`src/hdl/cas_pkg.sv`:
```
// Package with the shared constants and types of the column statistics block.
package cas_pkg;

  localparam int MAX_COLS       = 16;
  localparam int MAX_ROWS       = 65536;
  localparam int DISTINCT_DEPTH = 256;

  localparam int COL_W  = 4;
  localparam int VAL_W  = 32;
  localparam int SUM_W  = 48;
  localparam int CNT_W  = 17;
  localparam int DCNT_W = 9;
  localparam int ADDR_W = 3;
  localparam int DATA_W = 32;

  localparam logic [ADDR_W-1:0] REG_COLUMN_SELECT = 3'd0;

  localparam logic signed [VAL_W-1:0] VAL_MAX = 32'sh7FFF_FFFF;
  localparam logic signed [VAL_W-1:0] VAL_MIN = 32'sh8000_0000;
  localparam logic signed [SUM_W-1:0] SUM_HI  = 48'sh7FFF_FFFF_FFFF;
  localparam logic signed [SUM_W-1:0] SUM_LO  = 48'sh8000_0000_0000;

  typedef struct packed {
    logic                    vld;
    logic signed [VAL_W-1:0] value;
  } cand_t;

  typedef struct packed {
    logic signed [SUM_W-1:0] sum;
    logic [CNT_W-1:0]        count;
    logic signed [VAL_W-1:0] maxv;
    logic signed [VAL_W-1:0] minv;
  } stats_t;

  typedef struct packed {
    logic [DCNT_W-1:0] used;
    logic              ovf;
  } dstat_t;

endpackage

```
`src/hdl/cas_accum.sv`:
```
// Running sum, present count, maximum and minimum of the selected column.
module cas_accum import cas_pkg::*; (
  input  logic                    clk,
  input  logic                    rst_n,
  input  logic                    take,
  input  logic signed [VAL_W-1:0] value,
  input  logic                    clear,
  output stats_t                  stats
);

  stats_t                  st_r;
  stats_t                  st_nxt;
  logic signed [SUM_W:0]   sum_ext;

  assign sum_ext = {st_r.sum[SUM_W-1], st_r.sum}
                 + {{(SUM_W+1-VAL_W){value[VAL_W-1]}}, value};

  always_comb begin
    st_nxt = st_r;
    if (clear) begin
      st_nxt.sum   = '0;
      st_nxt.count = '0;
      st_nxt.maxv  = VAL_MIN;
      st_nxt.minv  = VAL_MAX;
    end else if (take) begin
      if (sum_ext[SUM_W] != sum_ext[SUM_W-1]) begin
        st_nxt.sum = sum_ext[SUM_W] ? SUM_LO : SUM_HI;
      end else begin
        st_nxt.sum = sum_ext[SUM_W-1:0];
      end
      if (st_r.count < CNT_W'(MAX_ROWS)) begin
        st_nxt.count = st_r.count + 1'b1;
      end
      if (value > st_r.maxv) begin
        st_nxt.maxv = value;
      end
      if (value < st_r.minv) begin
        st_nxt.minv = value;
      end
    end
  end

  always_ff @(posedge clk) begin
    if (!rst_n) begin
      st_r.sum   <= '0;
      st_r.count <= '0;
      st_r.maxv  <= VAL_MIN;
      st_r.minv  <= VAL_MAX;
    end else begin
      st_r <= st_nxt;
    end
  end

  assign stats = st_r;

endmodule

```
`config.mk`:
```
export PLATFORM = sky130hd
export DESIGN_NAME = cas_accum
export DESIGN_NICKNAME = d
export VERILOG_FILES = /design/src/hdl/cas_pkg.sv /design/src/hdl/cas_accum.sv
export SDC_FILE = /design/constraint.sdc
export NUM_CORES = 1
export LEC_CHECK = 0
export ABC_AREA = 1
export BUFFER_PORTS_ARGS = -buffer_cell sky130_fd_sc_hd__buf_2
export CORE_ASPECT_RATIO = 1.5
export CORE_MARGIN = 2
export CORE_UTILIZATION = 36
export DETAILED_ROUTE_END_ITERATION = 10
export PLACE_DENSITY_LB_ADDON = 0.1
export SYNTH_ARGS = -nofsm -noshare
export SYNTH_HDL_FRONTEND = slang
export SYNTH_SLANG_ARGS = --single-unit
```
`constraint.sdc`:
```
create_clock -name clk -period 3.7 [get_ports clk]
set_input_delay 1.11 -clock clk [delete_from_list [all_inputs] [get_ports clk]]
set_output_delay 1.11 -clock clk [all_outputs]
set_load 0.01 [all_outputs]
```
After elaboration in Yosys (flattened, before gate mapping)
Cells that the tools add are included.
W data, S select, Z words.
{"block": "totals", "register_bits": 129, "latch_bits": 0, "ramBits": 0, "mem_bits_ro": 0, "in_bits": 36, "output_inout_bits": 129, "mem_count": 0}
{"block": "op_classes", "addsub": 2, "multipliers": 0, "div_mod_pow": 0, "order_cmp": 3, "n_eq_ne": 1, "n_shift": 0, "n_mux": 2, "bitwise": 1, "n_reduce_logical": 4}
{"cell": "$mux W48", "n": 2}
{"cell": "$add A48 B32 Y49", "n": 1}
{"cell": "$gt A32 B32 Y1", "n": 1}
{"cell": "$lt A32 B32 Y1", "n": 1}
{"cell": "$add A17 B1 Y17 const B", "n": 1}
{"cell": "$lt A17 B17 Y1 const B", "n": 1}
{"cell": "$reduce_and A2 Y1", "n": 3}
{"cell": "$reduce_or A2 Y1", "n": 1}
{"cell": "$ne A1 B1 Y1", "n": 1}
{"cell": "$not A1 Y1", "n": 1}

Logic depth before layout (Yosys ltp)
{"block": "depth", "word_depth": 3, "depth_mapped": 19, "depth_no_buf": 17}

Least setup slack after synthesis
Ideal clock, no wire load.
{"block": "synth_timing", "kind": "input to register", "from": "input port value[0]", "to": "register st_r (netlist bit stats[106])", "arrival_time_ps": 3040, "required_time_ps": 3570, "slack_ps": 530, "cell_stages": 17, "path_buffers": 2, "cell_sequence": "ha_1 -> inv_1 -> fa_1 -> inv_1 -> nand3_1 -> nand2_1 -> nand2_1 -> nand2_2 -> nand2_2 -> nand2_2 -> nand2_1 -> nand4_1 -> nand2_2 -> a21oi_2 -> buf_6 -> buf_12 -> a21oi_4"}
{"block": "synth_between", "elab_chain_cells": 3}
{"element": "from (decl)", "line": "cas_accum.sv:6", "source": "input logic signed [VAL_W-1:0] value,"}
{"element": "$add A48 B32 Y49 (*)", "line": "cas_accum.sv:16", "source": "+ {{(SUM_W+1-VAL_W){value[VAL_W-1]}}, value};"}
{"element": "$mux W48 or $ne A1 B1 Y1 (tied branches)", "line": "cas_accum.sv:27, cas_accum.sv:26"}
{"element": "$mux W48 (*)", "line": "cas_accum.sv:26", "source": "if (sum_ext[SUM_W] != sum_ext[SUM_W-1]) begin"}
{"element": "to (signal assigned)", "line": "cas_accum.sv:50", "source": "st_r <= st_nxt;"}
{"element": "to (decl)", "line": "cas_accum.sv:11", "source": "stats_t st_r;"}
Every way passes the cells marked *; elsewhere a longest branch is shown, timed or not.
A chain may end at the register's enable or synchronous reset.

Worst setup path in the final report
{"block": "layout_timing", "from": "input port value[31]", "to": "register st_r (netlist bit stats[84])"}
Same word-level chain as after synthesis.

==> impl_metrics.csv <==
group,metric,value,unit
die,die_y,214.1,um
worst_setup_path,cp.arrival,3.57,ns
die,initial_utilization,36.76,%
cells_and_area,areaGrowthSynthToFinish,19.47,%
die,dieArea,30840,um2
cells_and_area,diodes,0,
synth,yosys_warnings,0,
global_routing,grt_remaining_overflow,0,
place,gp_congestion,0.9772,
sta,relSlewSlack,41.73,%
cts,clock-sinks,129,
worst_setup_path,timing.rr.start,"stats[82]$_SDFFE_PP0P_",
die,ios,165,
sta,hold_ws,0.4795,ns
sta,postLayoutSetupSlackWorst,0.4419,ns
synth,seq_area_frac_synth,24.38,%
worst_setup_path,reg2reg_to,"stats[114]$_SDFFE_PP0P_",
cells_and_area,final_nets,2008,
sta,period_share,88.06,%
drt,vias,11130,
synth,synth-seq-cells,129,
synth,yosysTopAreaCellShare,24.38,%
synth,synth_xor_area_share,2.646,%
global_routing,grt_max_degree,83,
power,power.density,363.1,nW/um2
place,numPortBuffers,164,
cts,hold_buffers,0,
drt,via_per_inst,4.927,
sta,hold_viol,0,
place,hpwlAfterDp,30720,um
worst_setup_path,path_max_fanout,30,
synth,synth.distinct_cells,38,
sta,rsz0062_at_grt,"false",
status,status,"completed",
cts,tritoncts,"built",
synth,muxShareOfSynthArea,0,%
worst_setup_path,critPathKind,"input pin to flip-flop",
sta,finalCriticalPeriod,3.258,ns
sta,clock.fmax,0.3069,GHz
power,power,0.004594,W
synth,synth_top_family_by_area,"simple AND/OR/NAND/NOR gates",
drt,ant_nets,0,
sta,setup_viol,0,
synth,yosys-top-cells-area,"dfxtp_1 (24%), nand2_1 (18%), ha_1 (13%), inv_1 (8.2%), nor2_1 (6.3%)",
power,p_leak,6.845,nW
sta,clock_skew,0.008685,ns
worst_setup_path,slowest_stage,"buf_2",
cts,cts_max_level,4,
sta,tightest_slew,0.8741,ns
worst_setup_path,path_common_cell,"nand2_1",
sta,final.setup.tns,0,ns
power,peakVddDrop,329.2,uV
sta,maxSlewViolCount,0,
synth,synth_compound_area_share,14.11,%
synth,synth_fa_ha_area_share,13.42,%
cells_and_area,layout-drive-gt1-share,16.37,%
worst_setup_path,critPathCaptureType,"flip-flop",
cts,clkTransAtPathRegs,0.06,ns
place,place_ws,0.01138,ns
cells_and_area,most-common-layout-cells,"nand2_1 (496), inv_1 (232), nor2_1 (176), buf_2 (164), dfxtp_1 (129)",
worst_setup_path,startpoint_type,"input pin",
die,row_count,76,
global_routing,grt_pass1_vias,10800,
synth,syn_area_per_cell,6.289,um2
drt,post_drt_wl_per_cell,16.68,um
worst_setup_path,reg2regPathDepth,16,
cts,post-cts-setup-buffers,0,
worst_setup_path,critPathMaxStageDelay,0.36,ns
worst_setup_path,crit_chain,"buf_2, ha_1, a21oi_1, nand2_1, a21oi_1, nand2_1, nand2_1, nand3_1, nand2_1, nand2_2, a21oi_4, buf_12, a21oi_1",
cells_and_area,final_common_cell,"nand2_1",
global_routing,grt_pass1_wl,57730,um
global_routing,grt_usage,24.47,%
synth,syn_inst,1684,
synth,yosysTopAreaCell,"dfxtp_1",
global_routing,grt_antenna_before_repair,0,
cts,root_buffer,"clkbuf_16",
min_path,holdPathStages,2,
cts,cts.path.max_buffers,2,
drt,drc_errors,0,
run,maxCapViolations,0,
min_path,min_to,"stats[14]$_SDFFE_PP1P_",
worst_setup_path,path_buf_inv,2,
worst_setup_path,cp_top_family,"compound AO/OA/AOI/OAI gates",
cells_and_area,largest_register_ffs,129,
die,fp.dieW,144.1,um
synth,syn_area,10590,um2
min_path,min_from,"stats[14]$_SDFFE_PP1P_",
synth,synth-simple-area-share,34.25,%
drt,dr.pass1.iters,5,
drt,drtIter0Drc,514,
synth,syn-num-nets,1833,
cts,clock_latency,0.44,ns
cts,cts_resized,0,
drt,wl,37680,um
worst_setup_path,regToRegSetupSlack,1.06,ns
cts,cts_buffers,17,
min_path,hold_path.class,"flip-flop to flip-flop",
die,core,28810,um2
worst_setup_path,required,4.01,ns
## where the power goes
part	leakage [nW]	total [W]	internal (W)	switching, W
combinational	5.50	0.00128	0.000439	0.000840
sequential	1.05	0.00151	0.00146	0.0000531
clock	0.290	0.00180	0.00115	0.000652
total	6.84	0.00459	0.00305	0.00154
## metal layers
metal	vias up	global-route usage, %	wire (um)
li1	5765	-	-
met1	5039	25.79	14650
met2	235	44.24	19210
met3	91	3.975	1262
met4	0	15.52	2558
met5	-	0	0
## cell type report
| type | instances | area (um2) |
|---|---|---|
| fillers | 3137 | 16160 |
| multi-input cells | 1258 | 6843 |
| flip-flops and latches | 129 | 2582 |
| repair buffers | 203 | 1201 |
| inverters | 250 | 938.4 |
| well taps | 390 | 488.0 |
| clock buffers | 24 | 471.7 |
| clock inverters | 5 | 128.9 |
## cells in the mapped netlist, drive strengths merged
cell type / instances
a21boi: 1
xnor2: 11
fa: 1
nor3b: 1
nor4: 5
buf: 11
nor3: 15
ha: 112
o21a: 5
nand3b: 4
clkbuf: 36
o211ai: 2
a31oi: 3
nand2: 506
a21o: 1
dfxtp: 129
a21oi: 147
nand4: 61
and2: 1
nor2: 190
o21ai: 78
xor2: 21
nand3: 82
inv: 250
o21bai: 10
o31ai: 1
## cell families (layout without fill, tap and decap cells)
group	after synthesis	count (layout)
buffers and inverters	297	482
adder cells (fa/ha/maj)	113	113
flip-flops	129	129
AO/OA/AOI/OAI	248	248
XOR/XNOR	32	32
AND/OR/NAND/NOR	865	865
## worst min-delay path, delay by kind of cell (launching register included)
| family | cells | cell delay (ns) |
|---|---|---|
| flops | 1 | 0.34 |
| simple gates | 2 | 0.11 |
## through the flow
stage	area, um2	instances	util [%]
final	12650	2259	43.92
after global routing	12650	2259	43.92
after CTS	12650	2259	43.92
after detailed placement	12050	2230	41.83
after global placement	12050	2230	41.83
after floorplan	10590	1684	-
## worst max path at each step
stage / startpoint / end / slack [ns] / cells past startpoint
2_1_floorplan: value[0] / stats[106]$_SDFFE_PP0P_ / 0.53 / 17
3_3_place_gp: value[31] / stats[126]$_SDFFE_PP0P_ / 0.06 / 13
3_5_place_dp: value[31] / stats[85]$_SDFFE_PP0P_ / 0.01 / 13
4_1_cts: value[31] / stats[85]$_SDFFE_PP0P_ / 0.48 / 13
5_1_grt: value[31] / stats[83]$_SDFFE_PP0P_ / 0.24 / 15
6_report: value[31] / stats[84]$_SDFFE_PP0P_ / 0.44 / 13
Power figures use the tool's default switching activity.
